[src/rtl/core/wcup_pkg.sv]
package wcup_pkg;

    // size limits of the record and of each value
    localparam int RECORD_LIMIT   = 255;
    localparam int SSID_LIMIT     = 63;
    localparam int TYPE_LIMIT     = 31;
    localparam int PASSWORD_LIMIT = 63;

    // first ';' of the closing pair must lie beyond this offset
    localparam int END_MIN_OFFSET = 10;

    // entries in the result queue
    localparam int RESULT_QUEUE_DEPTH = 4;

    localparam logic [7:0] CHAR_SEMI  = 8'h3B;
    localparam logic [7:0] CHAR_COLON = 8'h3A;
    localparam logic [7:0] CHAR_W     = 8'h57;
    localparam logic [7:0] CHAR_S     = 8'h53;
    localparam logic [7:0] CHAR_T     = 8'h54;
    localparam logic [7:0] CHAR_P     = 8'h50;

    localparam logic [2:0] PREFIX_LEN  = 3'd5;
    localparam logic [2:0] NONE_LEN    = 3'd4;
    localparam logic [2:0] NONE_BROKEN = 3'd7;

    // result kinds
    localparam logic [1:0] KIND_SSID    = 2'd0;
    localparam logic [1:0] KIND_TYPE    = 2'd1;
    localparam logic [1:0] KIND_PASS    = 2'd2;
    localparam logic [1:0] KIND_SUMMARY = 2'd3;

    typedef struct packed {
        logic [1:0] kind;
        logic [7:0] value;
        logic       first;
        logic       found;
        logic [5:0] ssid_len;
        logic [4:0] type_len;
        logic [5:0] pass_len;
        logic       is_none;
        logic       none_pw;
        logic       trunc;
        logic       last;
    } t_result;

    // up to two results produced by one accepted byte, value result first
    typedef struct packed {
        logic    v0;
        logic    v1;
        t_result r0;
        t_result r1;
    } t_push;

    // "WIFI:"
    function automatic logic [7:0] prefix_char(input logic [2:0] idx);
        logic [7:0] c;
        case (idx)
            3'd0:    c = 8'h57;
            3'd1:    c = 8'h49;
            3'd2:    c = 8'h46;
            3'd3:    c = 8'h49;
            3'd4:    c = 8'h3A;
            default: c = 8'h00;
        endcase
        return c;
    endfunction

    // "NONE"
    function automatic logic [7:0] none_char(input logic [1:0] idx);
        logic [7:0] c;
        case (idx)
            2'd0:    c = 8'h4E;
            2'd1:    c = 8'h4F;
            2'd2:    c = 8'h4E;
            2'd3:    c = 8'h45;
            default: c = 8'h00;
        endcase
        return c;
    endfunction

endpackage

[src/rtl/core/wcup_step.sv]
module wcup_step
    import wcup_pkg::*;
(
    input  logic       i_clk,
    input  logic       i_rst_n,
    input  logic       i_accept,
    input  logic [7:0] i_byte,
    input  logic       i_eob,
    output t_push      o_push
);

    typedef enum logic [1:0] {PH_SEARCH, PH_RECORD, PH_DONE} t_phase;
    typedef enum logic [1:0] {MODE_IDLE, MODE_SSID, MODE_TYPE, MODE_PASS} t_mode;

    t_phase     r_phase,       n_phase;
    logic [2:0] r_prefix,      n_prefix;
    logic [7:0] r_offset,      n_offset;
    t_mode      r_mode,        n_mode;
    t_mode      r_pending,     n_pending;
    logic       r_prior_semi,  n_prior_semi;
    logic [5:0] r_ssid_cnt,    n_ssid_cnt;
    logic [4:0] r_type_cnt,    n_type_cnt;
    logic [5:0] r_pass_cnt,    n_pass_cnt;
    logic [2:0] r_none_prog,   n_none_prog;
    logic       r_overflow,    n_overflow;

    logic       store_full;
    logic       is_none;

    always_comb begin
        n_phase      = r_phase;
        n_prefix     = r_prefix;
        n_offset     = r_offset;
        n_mode       = r_mode;
        n_pending    = r_pending;
        n_prior_semi = r_prior_semi;
        n_ssid_cnt   = r_ssid_cnt;
        n_type_cnt   = r_type_cnt;
        n_pass_cnt   = r_pass_cnt;
        n_none_prog  = r_none_prog;
        n_overflow   = r_overflow;
        store_full   = 1'b0;
        is_none      = 1'b0;
        o_push       = '0;

        case (r_phase)
            PH_SEARCH: begin
                if (r_prefix < PREFIX_LEN && i_byte == prefix_char(r_prefix)) begin
                    n_prefix = r_prefix + 3'd1;
                end else begin
                    n_prefix = (i_byte == CHAR_W) ? 3'd1 : 3'd0;
                end
                if (n_prefix >= PREFIX_LEN) begin
                    n_prefix = 3'd0;
                    if (!i_eob) begin
                        n_phase  = PH_RECORD;
                        n_offset = 8'(PREFIX_LEN);
                    end
                end
            end
            PH_RECORD: begin
                if (r_prior_semi && i_byte == CHAR_SEMI) begin
                    n_phase = PH_DONE;
                end else if (r_offset >= 8'(RECORD_LIMIT)) begin
                    n_overflow = 1'b1;
                    n_phase    = PH_DONE;
                end else begin
                    n_offset     = r_offset + 8'd1;
                    n_prior_semi = (i_byte == CHAR_SEMI) && (r_offset > 8'(END_MIN_OFFSET))
                                   && !i_eob;
                    if (i_byte == 8'h00) begin
                        // a zero byte ends parsing like a string end
                        n_phase   = PH_DONE;
                        n_mode    = MODE_IDLE;
                        n_pending = MODE_IDLE;
                    end else if (r_mode != MODE_IDLE) begin
                        if (i_byte == CHAR_SEMI) begin
                            n_mode = MODE_IDLE;
                        end else begin
                            o_push.r0.value = i_byte;
                            case (r_mode)
                                MODE_SSID: begin
                                    store_full        = r_ssid_cnt >= 6'(SSID_LIMIT);
                                    o_push.r0.kind    = KIND_SSID;
                                    o_push.r0.first   = (r_ssid_cnt == 6'd0);
                                    if (!store_full) n_ssid_cnt = r_ssid_cnt + 6'd1;
                                end
                                MODE_TYPE: begin
                                    store_full        = r_type_cnt >= 5'(TYPE_LIMIT);
                                    o_push.r0.kind    = KIND_TYPE;
                                    o_push.r0.first   = (r_type_cnt == 5'd0);
                                    if (!store_full) begin
                                        n_type_cnt = r_type_cnt + 5'd1;
                                        if (r_none_prog < NONE_LEN
                                            && i_byte == none_char(r_none_prog[1:0])) begin
                                            n_none_prog = r_none_prog + 3'd1;
                                        end else begin
                                            n_none_prog = NONE_BROKEN;
                                        end
                                    end
                                end
                                default: begin
                                    store_full        = r_pass_cnt >= 6'(PASSWORD_LIMIT);
                                    o_push.r0.kind    = KIND_PASS;
                                    o_push.r0.first   = (r_pass_cnt == 6'd0);
                                    if (!store_full) n_pass_cnt = r_pass_cnt + 6'd1;
                                end
                            endcase
                            if (store_full) begin
                                n_overflow = 1'b1;
                            end else begin
                                o_push.v0      = 1'b1;
                                o_push.r0.last = !i_eob;
                            end
                        end
                    end else begin
                        n_pending = MODE_IDLE;
                        if (r_pending != MODE_IDLE && i_byte == CHAR_COLON) begin
                            n_mode = r_pending;
                            case (r_pending)
                                MODE_SSID: n_ssid_cnt = 6'd0;
                                MODE_TYPE: begin
                                    n_type_cnt  = 5'd0;
                                    n_none_prog = 3'd0;
                                end
                                default:   n_pass_cnt = 6'd0;
                            endcase
                        end else if (i_byte == CHAR_S) begin
                            n_pending = MODE_SSID;
                        end else if (i_byte == CHAR_T) begin
                            n_pending = MODE_TYPE;
                        end else if (i_byte == CHAR_P) begin
                            n_pending = MODE_PASS;
                        end
                    end
                end
            end
            default: begin
                // record closed, wait for the buffer end
            end
        endcase

        if (i_eob) begin
            is_none = (n_none_prog == NONE_LEN) && (n_type_cnt == 5'(NONE_LEN));
            o_push.v1          = 1'b1;
            o_push.r1.kind     = KIND_SUMMARY;
            o_push.r1.found    = (n_phase != PH_SEARCH);
            o_push.r1.ssid_len = n_ssid_cnt;
            o_push.r1.type_len = n_type_cnt;
            o_push.r1.pass_len = n_pass_cnt;
            o_push.r1.is_none  = is_none;
            o_push.r1.none_pw  = is_none && (n_pass_cnt != 6'd0);
            o_push.r1.trunc    = n_overflow;
            o_push.r1.last     = 1'b1;
            // back to reset state for the next buffer
            n_phase      = PH_SEARCH;
            n_prefix     = 3'd0;
            n_offset     = 8'd0;
            n_mode       = MODE_IDLE;
            n_pending    = MODE_IDLE;
            n_prior_semi = 1'b0;
            n_ssid_cnt   = 6'd0;
            n_type_cnt   = 5'd0;
            n_pass_cnt   = 6'd0;
            n_none_prog  = 3'd0;
            n_overflow   = 1'b0;
        end
    end

    always_ff @(posedge i_clk) begin
        if (!i_rst_n) begin
            r_phase      <= PH_SEARCH;
            r_prefix     <= 3'd0;
            r_offset     <= 8'd0;
            r_mode       <= MODE_IDLE;
            r_pending    <= MODE_IDLE;
            r_prior_semi <= 1'b0;
            r_ssid_cnt   <= 6'd0;
            r_type_cnt   <= 5'd0;
            r_pass_cnt   <= 6'd0;
            r_none_prog  <= 3'd0;
            r_overflow   <= 1'b0;
        end else if (i_accept) begin
            r_phase      <= n_phase;
            r_prefix     <= n_prefix;
            r_offset     <= n_offset;
            r_mode       <= n_mode;
            r_pending    <= n_pending;
            r_prior_semi <= n_prior_semi;
            r_ssid_cnt   <= n_ssid_cnt;
            r_type_cnt   <= n_type_cnt;
            r_pass_cnt   <= n_pass_cnt;
            r_none_prog  <= n_none_prog;
            r_overflow   <= n_overflow;
        end
    end

    a_prefix_range: assert property (@(posedge i_clk) disable iff (!i_rst_n)
        r_prefix < PREFIX_LEN)
        else $error("prefix progress out of range");

    a_eob_clears: assert property (@(posedge i_clk) disable iff (!i_rst_n)
        (i_accept && i_eob) |=> (r_phase == PH_SEARCH && r_offset == 8'd0 && !r_overflow))
        else $error("state not cleared after buffer end");

    a_search_idle: assert property (@(posedge i_clk) disable iff (!i_rst_n)
        (r_phase == PH_SEARCH) |-> (r_mode == MODE_IDLE && r_ssid_cnt == 6'd0))
        else $error("parse state active while searching");

endmodule

[src/rtl/core/wcup_out_fifo.sv]
module wcup_out_fifo
    import wcup_pkg::*;
(
    input  logic    i_clk,
    input  logic    i_rst_n,
    input  logic    i_push_en,
    input  t_push   i_push,
    input  logic    i_pop,
    output logic    o_room2,
    output logic    o_valid,
    output t_result o_head
);

    t_result    r_mem [RESULT_QUEUE_DEPTH];
    logic [1:0] r_wptr, n_wptr;
    logic [1:0] r_rptr;
    logic [2:0] r_count, n_count;
    logic [1:0] wr_second;
    logic [1:0] n_push;
    logic       pop_en;

    assign o_valid   = (r_count != 3'd0);
    assign o_head    = r_mem[r_rptr];
    assign o_room2   = (r_count <= 3'(RESULT_QUEUE_DEPTH - 2));
    assign pop_en    = i_pop && o_valid;
    assign n_push    = i_push_en ? (2'(i_push.v0) + 2'(i_push.v1)) : 2'd0;
    assign wr_second = r_wptr + 2'(i_push.v0);
    assign n_wptr    = r_wptr + n_push;
    assign n_count   = r_count + 3'(n_push) - 3'(pop_en);

    always_ff @(posedge i_clk) begin
        if (i_push_en && i_push.v0) r_mem[r_wptr] <= i_push.r0;
        if (i_push_en && i_push.v1) r_mem[wr_second] <= i_push.r1;
    end

    always_ff @(posedge i_clk) begin
        if (!i_rst_n) begin
            r_wptr  <= 2'd0;
            r_rptr  <= 2'd0;
            r_count <= 3'd0;
        end else begin
            r_wptr  <= n_wptr;
            r_count <= n_count;
            if (pop_en) r_rptr <= r_rptr + 2'd1;
        end
    end

    a_count_max: assert property (@(posedge i_clk) disable iff (!i_rst_n)
        r_count <= 3'(RESULT_QUEUE_DEPTH))
        else $error("result queue overrun");

    a_push_room: assert property (@(posedge i_clk) disable iff (!i_rst_n)
        i_push_en |-> o_room2)
        else $error("push without room for two results");

    a_ptr_track: assert property (@(posedge i_clk) disable iff (!i_rst_n)
        (r_wptr - r_rptr) == r_count[1:0])
        else $error("queue pointers disagree with count");

endmodule

[src/rtl/core/wifi_config_uri_parser_core.sv]
// wifi network configuration uri parser
// s_axis: one payload byte per request, tdata[7:0] the byte, tlast marks the final
//   byte of the buffer; the parser finds the WIFI: prefix and walks the S:, T: and
//   P: fields of the record
// m_axis: results; tuser is the kind (ssid, auth type, password, summary), tlast the
//   last result caused by one input byte; value bytes carry field_first, and one
//   summary with lengths and flags follows each buffer end
// results are registered in the result queue and offered from its head
// throughput: one byte per cycle; a byte yields at most two results (value then
//   summary), held in a four-entry result queue that drains one per cycle
// s_axis_tready is high while the queue has room for two results, so a stalled
//   receiver fills the queue and then holds off the sender; nothing is lost
// reset: synchronous, active low; clears the parser state and empties the queue,
//   and each buffer end returns the parser to that same state
module wifi_config_uri_parser_core
    import wcup_pkg::*;
(
    input  logic        i_clk,
    input  logic        i_rst_n,
    input  logic        s_axis_tvalid,
    output logic        s_axis_tready,
    input  logic [7:0]  s_axis_tdata,   // [7:0] data_byte
    input  logic        s_axis_tlast,   // end_of_buffer
    output logic        m_axis_tvalid,
    input  logic        m_axis_tready,
    // [7:0] value_byte, [8] field_first, [9] prefix_seen, [15:10] ssid_length,
    // [20:16] type_length, [26:21] password_length, [27] type_is_none,
    // [28] none_with_password, [29] truncated, [31:30] zero
    output logic [31:0] m_axis_tdata,
    output logic [1:0]  m_axis_tuser,   // [1:0] result_kind
    output logic        m_axis_tlast    // last_result
);

    logic    in_accept;
    t_push   step_push;
    t_result head;

    // accept only while the queue can take a full value-plus-summary pair
    assign in_accept = s_axis_tvalid && s_axis_tready;

    wcup_step u_step (
        .i_clk    (i_clk),
        .i_rst_n  (i_rst_n),
        .i_accept (in_accept),
        .i_byte   (s_axis_tdata),
        .i_eob    (s_axis_tlast),
        .o_push   (step_push)
    );

    wcup_out_fifo u_fifo (
        .i_clk     (i_clk),
        .i_rst_n   (i_rst_n),
        .i_push_en (in_accept),
        .i_push    (step_push),
        .i_pop     (m_axis_tready),
        .o_room2   (s_axis_tready),
        .o_valid   (m_axis_tvalid),
        .o_head    (head)
    );

    // result fields packed from bit 0 upwards
    assign m_axis_tdata = {2'b00, head.trunc, head.none_pw, head.is_none, head.pass_len,
                           head.type_len, head.ssid_len, head.found, head.first,
                           head.value};
    assign m_axis_tuser = head.kind;
    assign m_axis_tlast = head.last;

endmodule
[config.mk]
export PLATFORM = sky130hd
export DESIGN_NAME = wifi_config_uri_parser_core
export DESIGN_NICKNAME = d
export VERILOG_FILES = /design/src/rtl/core/wcup_pkg.sv /design/src/rtl/core/wcup_step.sv /design/src/rtl/core/wcup_out_fifo.sv /design/src/rtl/core/wifi_config_uri_parser_core.sv
export SDC_FILE = /design/constraint.sdc
export NUM_CORES = 1
export LEC_CHECK = 0
export ABC_AREA = 1
export BUFFER_PORTS_ARGS = -buffer_cell sky130_fd_sc_hd__buf_2
export CAP_MARGIN = 10
export CORE_ASPECT_RATIO = 1.1
export CORE_MARGIN = 10
export CORE_UTILIZATION = 40
export CTS_BUF_LIST = sky130_fd_sc_hd__clkbuf_2 sky130_fd_sc_hd__clkbuf_4 sky130_fd_sc_hd__clkbuf_8
export DETAILED_ROUTE_END_ITERATION = 8
export GPL_ROUTABILITY_DRIVEN = 0
export GPL_TIMING_DRIVEN = 1
export HOLD_SLACK_MARGIN = 0.06
export PLACE_DENSITY = 0.65
export SYNTH_ARGS = -nofsm -noshare
export SYNTH_HDL_FRONTEND = slang
export SYNTH_HIERARCHICAL = 1
export SYNTH_SLANG_ARGS = --single-unit
export TNS_END_PERCENT = 50
[constraint.sdc]
create_clock -name i_clk -period 4.4 [get_ports i_clk]
set_input_delay 0.44 -clock i_clk [delete_from_list [all_inputs] [get_ports i_clk]]
set_output_delay 0.44 -clock i_clk [all_outputs]
set_load 0.005 [all_outputs]
# After elaboration in Yosys (flattened, before gate mapping)
# Memory sizes are Yosys's and may differ from the RTL's. A register that Yosys moved wholly into a read port is not among the register bits.
# Cells that the tools add are included.
# op_classes
add_sub_neg	12
n_lt_le_gt_ge	9
n_eq_ne	29
mux	143
n_reduce_logical	38
# op_table
operator	n
two-way mux 6 bit	22
two-way mux 8 bit	13
two-way mux 11 bit	6
two-way mux 2 bit	28
two-way mux 5 bit	11
two-way mux 3 bit	17
two-way mux 1 bit	38
== test 8 x 7 -> 1 bit, second input constant	4
one-hot mux 7 bit (4 select lines)	1
one-hot mux 8 bit (3 select lines)	1
two-way mux 22 bit	1
== test 8 x 6 -> 1 bit, second input constant	2
== test 8 bit	2
one-hot mux 8 bit (2 select lines)	1
adder 6 x 1 -> 6 bit, second input constant	2
greater-or-equal comparator 6 bit, second input constant	2
logical AND 1 bit	12
zero test 6 bit	2
AND reduction 5 bit	2
nonzero test 2 bit	5
adder 8 x 1 -> 8 bit, second input constant	1
== test 2 x 1 -> 1 bit, second input constant	4
== test 2 bit, second input constant	4
greater-or-equal comparator 8 bit, second input constant	1
other kinds (35)	49
# word_totals
reg_bits	46
ram_bits	132
input_bits	13
out_inout_bits	37
mem_count	1
# mem_list
memory	depth	width	read_ports	rd_ports_with_merged_regs	write_ports	line_no	rtl
u_fifo.r_mem	4	33	1	1	2	wcup_out_fifo.sv:14	t_result r_mem [RESULT_QUEUE_DEPTH];

# Longest topological paths before layout
# Gate-level depths: netlist of the first run.
# depth
ltp_word	26
depth_mapped	19
depth_no_buf	19

# Hierarchy
# The synthesis of the first run kept the hierarchy.
# modules_own_cells
mod	n_inst	cells_each	area_each_um2	seq_area_each_um2
wcup_out_fifo	1	832	7220.7	4144.0
wcup_step	1	639	3898.7	780.7
wifi_config_uri_parser_core	1	5	26.3	0.0

# Worst setup path before layout of the first run
# No wires, ideal clock.
# synth_path
path_type	register to register
start	reg u_step.r_type_cnt[0]
end	mem u_fifo/r_mem[1][0] (netlist bit), enable pin
setup_time_ns	0.469
t_arrival_ns	3.770
path_slack_ns	0.161
stages_incl_launch_ff	12
path_cell_list	dfxtp_1 ha_1 nand2_1 nor2_1 ha_1 o21bai_1 nand2_1 a31o_2 nand2_1 inv_1 nand3_1 o21ai_0
# synth_rtl
item	line_no	rtl
start: declaration	wcup_step.sv:22	logic [4:0] r_type_cnt, n_type_cnt;
start signal: assignment	wcup_step.sv:191	r_type_cnt <= n_type_cnt;
end: declaration	wcup_out_fifo.sv:14	

==> metrics.yaml, run 1 <==
cts:
  ctsHtreeMaxLevel: 4
  path_clk_slew_ns: 0.10
  cts_sinks: 180
  post-cts-setup-buffers: 0
  cts-buffers-inserted: 17
  cts_hold_buffers: 0
  clockBufferDepth: 2
  cts.repair.resized: 0
  root_buffer: "clkbuf_8"
  cts_tree: "built"
  clkLatencyLatePin_ns: 0.48
detailed_routing:
  drt_iter0_drc: 703
  viasPerCell: 5.24
  firstDrtPassIters: 5
  wirelength_um: 30100
  drc: 0
  ant_nets: 0
  wire_per_inst_um: 16.2
  vias: 9732
floorplan:
  die_h_um: 195
  num_rows: 64
  io_pins: 50
  core_area_um2: 27600
  fp.dieArea_um2: 34900
  die_x_um: 179
  start_util_pct: 40.3
critical_path:
  worstPathArrival_ns: 3.74
  cp-end-kind: "flop"
  worst_path_max_delay_cell: "xor2_4"
  cp_slowest_stage_delay_ns: 0.42
  cp.required_ns: 4.57
  cp_num_buf_inv: 3
  start_kind: "flop"
  path_class: "flop to flop"
  path_common_cell: "nand2_1"
  path_max_fanout: 22
  crit_path_cell_trace: "inv_1, ha_1, nor2_4, nand2_1, nor2_1, nand2_1, inv_1, ha_1, xor2_4, nand2_1, o21ai_4, buf_4"
  cp_top_family: "simple AND/OR/NAND/NOR gates"
timing:
  setup_tns_ns: 0
  max_slew_margin_pct: 26.1
  tightestPinTransition_ns: 1.11
  finalSetupViolCount: 0
  rsz0062_at_grt: "no"
  timing.final.crit_period_ns: 3.56
  max_freq_mhz: 281
  hold_violations: 0
  min_period_over_period_pct: 81.0
  skew_ns: 0.0148
  slew_violations: 0
finish:
  area_growth_pct: 6.97
  drive_gt1_share_pct: 9.85
  final_nets: 1521
pwr:
  p_leak_nw: 4.95
  total_power_mw: 4.24
  ir_drop_mv: 0.210
  power_density_nw_per_um2: 356
grt:
  antenna_found_initial: 1
  grt_pass1_wl_um: 48100
  grt_start_max_net_pins: 67
  grt_pass1_vias: 9398
  gr-total-overflow: 0
  grt_usage_pct: 17.0
yosys:
  ys_warn_count: 6
  ys_types: 53
  netlist_area_um2: 11100
  synth-seq-cells: 180
  seq_area_frac_synth_pct: 44.2
  synth_top_cell_by_area: "edfxtp_1"
  syn_inst: 1476
  syn_avg_cell_area_um2: 7.55
  synth.most_common_cell: "nand2_1"
  synth_top_area_share_pct: 35.6
  synth_edf_count: 132
  yosys-top-cells-area: "edfxtp_1 36%, nand2_1 14%, nand3_1 8.7%"
  async_flop_share_pct: 0
  synth_top_flop_cell: "edfxtp_1"
  synth_common_cells: "426 x nand2_1, 193 x nand3_1, 163 x nor2_1, 132 x edfxtp_1, 100 x o21ai_0"
job:
  maxCapViolCount: 0
place:
  io_buffer_count: 47
  dpl.hpwl_um: 20000
worst_hold_path:
  min_path_type: "input pin to flop"
run_status:
  outcome: "finished, final reports clean"
==> cell usage in the layout, fill, tap and decap left out, drive strengths merged, types with 2 or more instances in the layout <==
| master | count |
|---|---|
| o211ai | 3 |
| nand3 | 201 |
| nor3 | 12 |
| dfxtp | 48 |
| xor2 | 2 |
| xnor2 | 3 |
| o21ai | 103 |
| o22ai | 38 |
| nand3b | 4 |
| nor2 | 172 |
| a211oi | 2 |
| nor4 | 2 |
| conb | 32 |
| a21oi | 47 |
| ha | 26 |
| clkbuf | 17 |
| clkinvlp | 4 |
| inv | 104 |
| o31ai | 3 |
| a31oi | 3 |
| nand4 | 8 |
| nand2 | 440 |
| buf | 66 |
| edfxtp | 132 |
| bufinv | 3 |
| clkinv | 7 |
| or2 | 2 |
==> metrics by stage <==
step                instances  area [um2]  util [%]  hold slack (ns)  setup WS [ns]
CTS                      1856       11900      43.1            0.218          0.829
floorplan                1506       11300         -            0.448          0.161
global route             1856       11900      43.1            0.262          0.510
finish                   1857       11900      43.2            0.251          0.837
detailed placement       1825       11500      41.7            0.472          0.761
global placement         1825       11500      41.7            0.467          0.909
==> final timing paths <==
check                                               startpoint                        endpoint  slack (ns)  cells past startpoint
worst min-delay path                             m_axis_tready                            flop        0.25                      3
worst min register to register  u_step/r_phase[0]$_SDFFE_PN0P_  u_step/r_phase[0]$_SDFFE_PN0P_        0.49                      2
worst max register to register   u_step/r_mode[0]$_SDFFE_PN0P_   u_fifo/r_mem[3][19]$_DFFE_PP_        0.84                     12
worst max-delay path             u_step/r_mode[0]$_SDFFE_PN0P_   u_fifo/r_mem[3][19]$_DFFE_PP_        0.84                     12
==> registers in the layout, indices dropped and copies added, names as in the netlist, named ones only <==
register,cells
u_step/r_none_prog,3
u_step/r_type_cnt,5
u_step/r_pass_cnt,6
u_step/r_offset,8
u_step/r_prefix,3
u_step/r_pending,2
u_step/r_phase,2
u_fifo/r_mem,132
u_fifo/r_count,3
u_step/r_overflow,1
u_fifo/r_wptr,2
u_step/r_prior_semi,1
u_fifo/r_rptr,2
u_step/r_mode,2
u_step/r_ssid_cnt,6
==> power breakdown <==
group | internal (mW) | leakage [nW] | switching, mW | total (mW)
clock | 0.553 | 0.187 | 0.606 | 1.16
sequential | 1.93 | 1.56 | 0.0437 | 1.97
combinational | 0.342 | 3.20 | 0.772 | 1.11
==> layer usage <==
metal  share of wire (%)  up-vias  GRT usage (%)
li1                    -     4876              -
met1                  42     4574           20.4
met2                  51      250           30.3
met3                 5.3       32           2.89
met4                 1.5        0           4.65
met5                   0        -              0
==> cells by family (layout without fill, tap and decap cells) <==
kind of cell    Yosys count  in the layout  synth area share [%]
fa+ha+maj                27             27                  3.10
compound gates          207            207                  10.3
flops                   180            180                  44.2
other cells               2             33                0.0674
simple gates            841            841                  32.6
xor+xnor                  5              5                 0.460
buf+inv                 214            201                  9.31
==> worst min-delay path: stages <==
cell and delay (ns):
buf_2 0.10, a21oi_1 0.08, nor2_1 0.07
==> cell type report <==
class	instances	area [um2]
inverters	104	390
repair buffers	66	378
clock inverters	14	163
clock buffers	17	234
multi-input cells	1112	5380
diodes	1	2.50
fillers	2802	15700
well taps	363	454
flip-flops and latches	180	4930
Power figures use the tool's default switching activity.
==> inputs of run 2 (changes only) <==
--- a/config.mk
+++ b/config.mk
@@ -5,7 +5,7 @@
 export SDC_FILE = /design/constraint.sdc
 export NUM_CORES = 1
 export LEC_CHECK = 0
-export ABC_AREA = 1
+export ABC_AREA = 0
 export BUFFER_PORTS_ARGS = -buffer_cell sky130_fd_sc_hd__buf_2
 export CAP_MARGIN = 10
 export CORE_ASPECT_RATIO = 1.1
@@ -16,7 +16,7 @@
 export GPL_ROUTABILITY_DRIVEN = 0
 export GPL_TIMING_DRIVEN = 1
 export HOLD_SLACK_MARGIN = 0.06
-export PLACE_DENSITY = 0.65
+export PLACE_DENSITY = 0.63
 export SYNTH_ARGS = -nofsm -noshare
 export SYNTH_HDL_FRONTEND = slang
 export SYNTH_HIERARCHICAL = 1
==> constraint.sdc (replaced) <==
create_clock -name i_clk -period 3.52 [get_ports i_clk]
set_input_delay 0.352 -clock i_clk [delete_from_list [all_inputs] [get_ports i_clk]]
set_output_delay 0.352 -clock i_clk [all_outputs]
set_load 0.005 [all_outputs]
==> run 2 against run 1 <==
Compared with the run above: first-iteration DRC count fell by 33%; count of clock-buffer cells in the layout rose by 2; area after synthesis fell by 3.7%; critical path depth rose by 3; synthesized cell count fell by 40%; via count fell by 29%; sequential share of layout area rose by 0.16 points; worst hold slack improved by 0.13 ns; flip-flop and latch count did not move; design area fell by 0.25%; sequential power rose by 25%; largest cell class unchanged; die area fell by 3.3%.
==> metrics.yaml, run 2 <==
timing:
  slew_violations: 0
  hold_violations: 0
  setup_tns_ns: 0
  min_period_over_period_pct: 93.3
  tightestPinTransition_ns: 0.865
  finalSetupViolCount: 0
  max_slew_margin_pct: 42.3
  skew_ns: 0.0159
  rsz0062_at_grt: "no"
  max_freq_mhz: 304
  fin_ws_ns: 0.235
  timing.final.crit_period_ns: 3.29
critical_path:
  crit_start: "u_step/r_type_cnt[3]$_SDFFE_PN0P_"
  r2r-start: "u_step/r_type_cnt[3]$_SDFFE_PN0P_"
  cp.required_ns: 3.89
  cp_slowest_stage_delay_ns: 0.44
  worst_path_max_delay_cell: "dfxtp_1"
  crit_path_cell_trace: "nand2_1, or3_1, a21o_1, a31o_2, and2_4, ha_1, nand2_1, ha_1, inv_1, ha_1, inv_1, fa_2, xor2_2, xnor2_1, and2_1"
  worstPathArrival_ns: 3.66
  path_max_fanout: 7
  cp-end-kind: "flop"
  r2r-end: "u_fifo/r_count[2]$_SDFF_PN0_"
  cp_top_family: "adder cells"
  path_class: "flop to flop"
  start_kind: "flop"
  rrSetupSlack_ns: 0.23
  cp_num_buf_inv: 2
  reg2regPathDepth: 15
  path_common_cell: "ha_1"
place:
  dp.cells: 1270
  io_buffer_count: 47
  pre_cts_ws_ns: 0.137
  dpl.hpwl_um: 16500
cts:
  cts_tree: "built"
  cts-buffers-inserted: 17
  ctsHtreeMaxLevel: 4
  clkLatencyLatePin_ns: 0.48
  clockBufferDepth: 2
  path_clk_slew_ns: 0.09
  cts_sinks: 180
  post-cts-setup-buffers: 0
  root_buffer: "clkbuf_8"
finish:
  drive_gt1_share_pct: 33.3
  largest_register_ffs: 132
  top_regs: "u_fifo/r_mem x132, u_step/r_offset x8"
  area_growth_pct: 10.8
  top_register: "u_fifo/r_mem"
  final_common_cell: "edfxtp_1"
  final_cells: 1302
  final_nets: 977
  n_antenna_cell: 0
  mostFrequentLayoutCells: "132 x edfxtp_1, 124 x mux2_2, 47 x buf_2, 44 x dfxtp_1, 41 x nand2_1"
job:
  maxCapViolCount: 0
worst_hold_path:
  holdPathEnd: "u_step/r_pending[0]$_SDFFE_PN0P_"
  min_path_type: "input pin to flop"
  hold_depth: 4
  hold_start: "s_axis_tdata[2]"
pwr:
  total_power_mw: 5.23
  combPwrFrac_pct: 21.7
  seq_power_share_pct: 47.3
  p_switching_mw: 1.38
  p_leak_nw: 4.08
  power_density_nw_per_um2: 440
  ir_drop_mv: 0.229
  internal_power_mw: 3.85
  pwr-share-clk_pct: 31.0
  swShare_pct: 26.4
run_status:
  outcome: "finished, final reports clean"
detailed_routing:
  drc: 0
  viasPerCell: 5.32
  vias: 6924
  wirelength_um: 24000
  ant_nets: 0
  wire_per_inst_um: 18.5
  firstDrtPassIters: 5
  drt_iter0_drc: 472
floorplan:
  die_x_um: 176
  io_pins: 50
  fp.dieArea_um2: 33800
  core_area_um2: 26300
  start_util_pct: 40.8
  num_rows: 62
  die_h_um: 192
yosys:
  synth.most_common_cell: "edfxtp_1"
  synth_top_area_share_pct: 36.9
  seq_area_frac_synth_pct: 45.9
  ys_types: 80
  netlist_area_um2: 10700
  ys_warn_count: 6
  synth_common_cells: "132 x edfxtp_1, 124 x mux2_2, 48 x dfxtp_1, 41 x nand2_1"
  synth_edf_count: 132
  synth_top_cell_by_area: "edfxtp_1"
  synth-seq-cells: 180
  syn_inst: 884
  yosys-top-cells-area: "edfxtp_1 37%, mux2_2 13%, dfxtp_1 9.0%"
  async_flop_share_pct: 0
  synth_top_flop_cell: "edfxtp_1"
  syn_avg_cell_area_um2: 12.1
grt:
  grt_pass1_wl_um: 39300
  grt_usage_pct: 14.7
  grt_pass1_vias: 7088
  antenna_found_initial: 0
  grt_start_max_net_pins: 51
  gr-total-overflow: 0
==> run 2: changes by cell type after synthesis, sizes merged, moves of 36 or more <==
cell	change
inv	-72
mux2	+133
nor2b	+36
nand2	-399
nand3	-177
o21ai	-76
nor2	-140
==> run 2: worst register-to-register path, stage by stage (launching register included) <==
cell,delay [ns]
dfxtp_1,0.44
nand2_1,0.08
or3_1,0.38
a21o_1,0.20
a31o_2,0.25
and2_4,0.19
ha_1,0.27
nand2_1,0.07
ha_1,0.28
inv_1,0.06
ha_1,0.14
inv_1,0.06
fa_2,0.35
xor2_2,0.16
xnor2_1,0.12
and2_1,0.15
==> run 2: area by class of cell <==
cell class | count | area, um2
multi-input cells | 617 | 5300
clock inverters | 13 | 204
flip-flops and latches | 180 | 4930
repair buffers | 89 | 651
clock buffers | 19 | 249
fillers | 2405 | 14400
well taps | 352 | 440
inverters | 32 | 120
==> run 2: logic make-up (layout without fill, tap and decap cells) <==
group	after synthesis	in the layout	synth area share, %
DFF	180	180	45.9
and+or+nand+nor	240	240	12.9
adders and majority gates	27	27	3.22
buffers and inverters	117	153	6.23
other	2	32	0.0700
muxes	172	172	21.7
AOI/OAI and AO/OA	133	133	8.86
xor gates and xnor gates	13	13	1.13
==> run 2: metrics by stage <==
stage | cell area [um2] | hold WS, ns | util, %
2_1_floorplan | 10800 | 0.459 | -
3_3_place_gp | 11400 | 0.473 | 43.4
3_5_place_dp | 11400 | 0.473 | 43.4
6_report | 11900 | 0.377 | 45.2
4_1_cts | 11900 | 0.341 | 45.1
5_1_grt | 11900 | 0.406 | 45.2
==> run 2: how the worst max path moves through the flow <==
stage | endpoint | depth (start not counted)
6_report | u_fifo/r_count[2]$_SDFF_PN0_ | 15
5_1_grt | u_fifo/r_count[2]$_SDFF_PN0_ | 17
4_1_cts | u_fifo/r_count[2]$_SDFF_PN0_ | 17
3_5_place_dp | u_fifo/r_count[2]$_SDFF_PN0_ | 17
3_3_place_gp | u_fifo/r_count[2]$_SDFF_PN0_ | 17
2_1_floorplan | u_fifo/r_mem[1][0]$_DFFE_PP_ | 12
==> run 2: what timing repair did <==
action	4_1_cts	5_1_grt
gates resized for setup	0	9
setup endpoints to repair	0	21
hold buffers	0	0
==> run 2: power by group through the flow <==
stage	logic (mW)	registers [mW]	clock network [mW]
final	1.13	2.47	1.62
after global routing	1.25	2.49	1.74
after CTS	1.14	2.48	1.65
after detailed placement	1.14	2.53	0
after global placement	1.13	2.53	0
after floorplan	0.832	2.46	0
==> run 2: layer usage <==
layer	GRT usage (%)	vias up	share of wire (%)
li1	-	3386	-
met1	18.5	3374	45
met2	24.8	136	50
met3	2.77	28	3.4
met4	4.89	0	1.4
met5	0	-	0
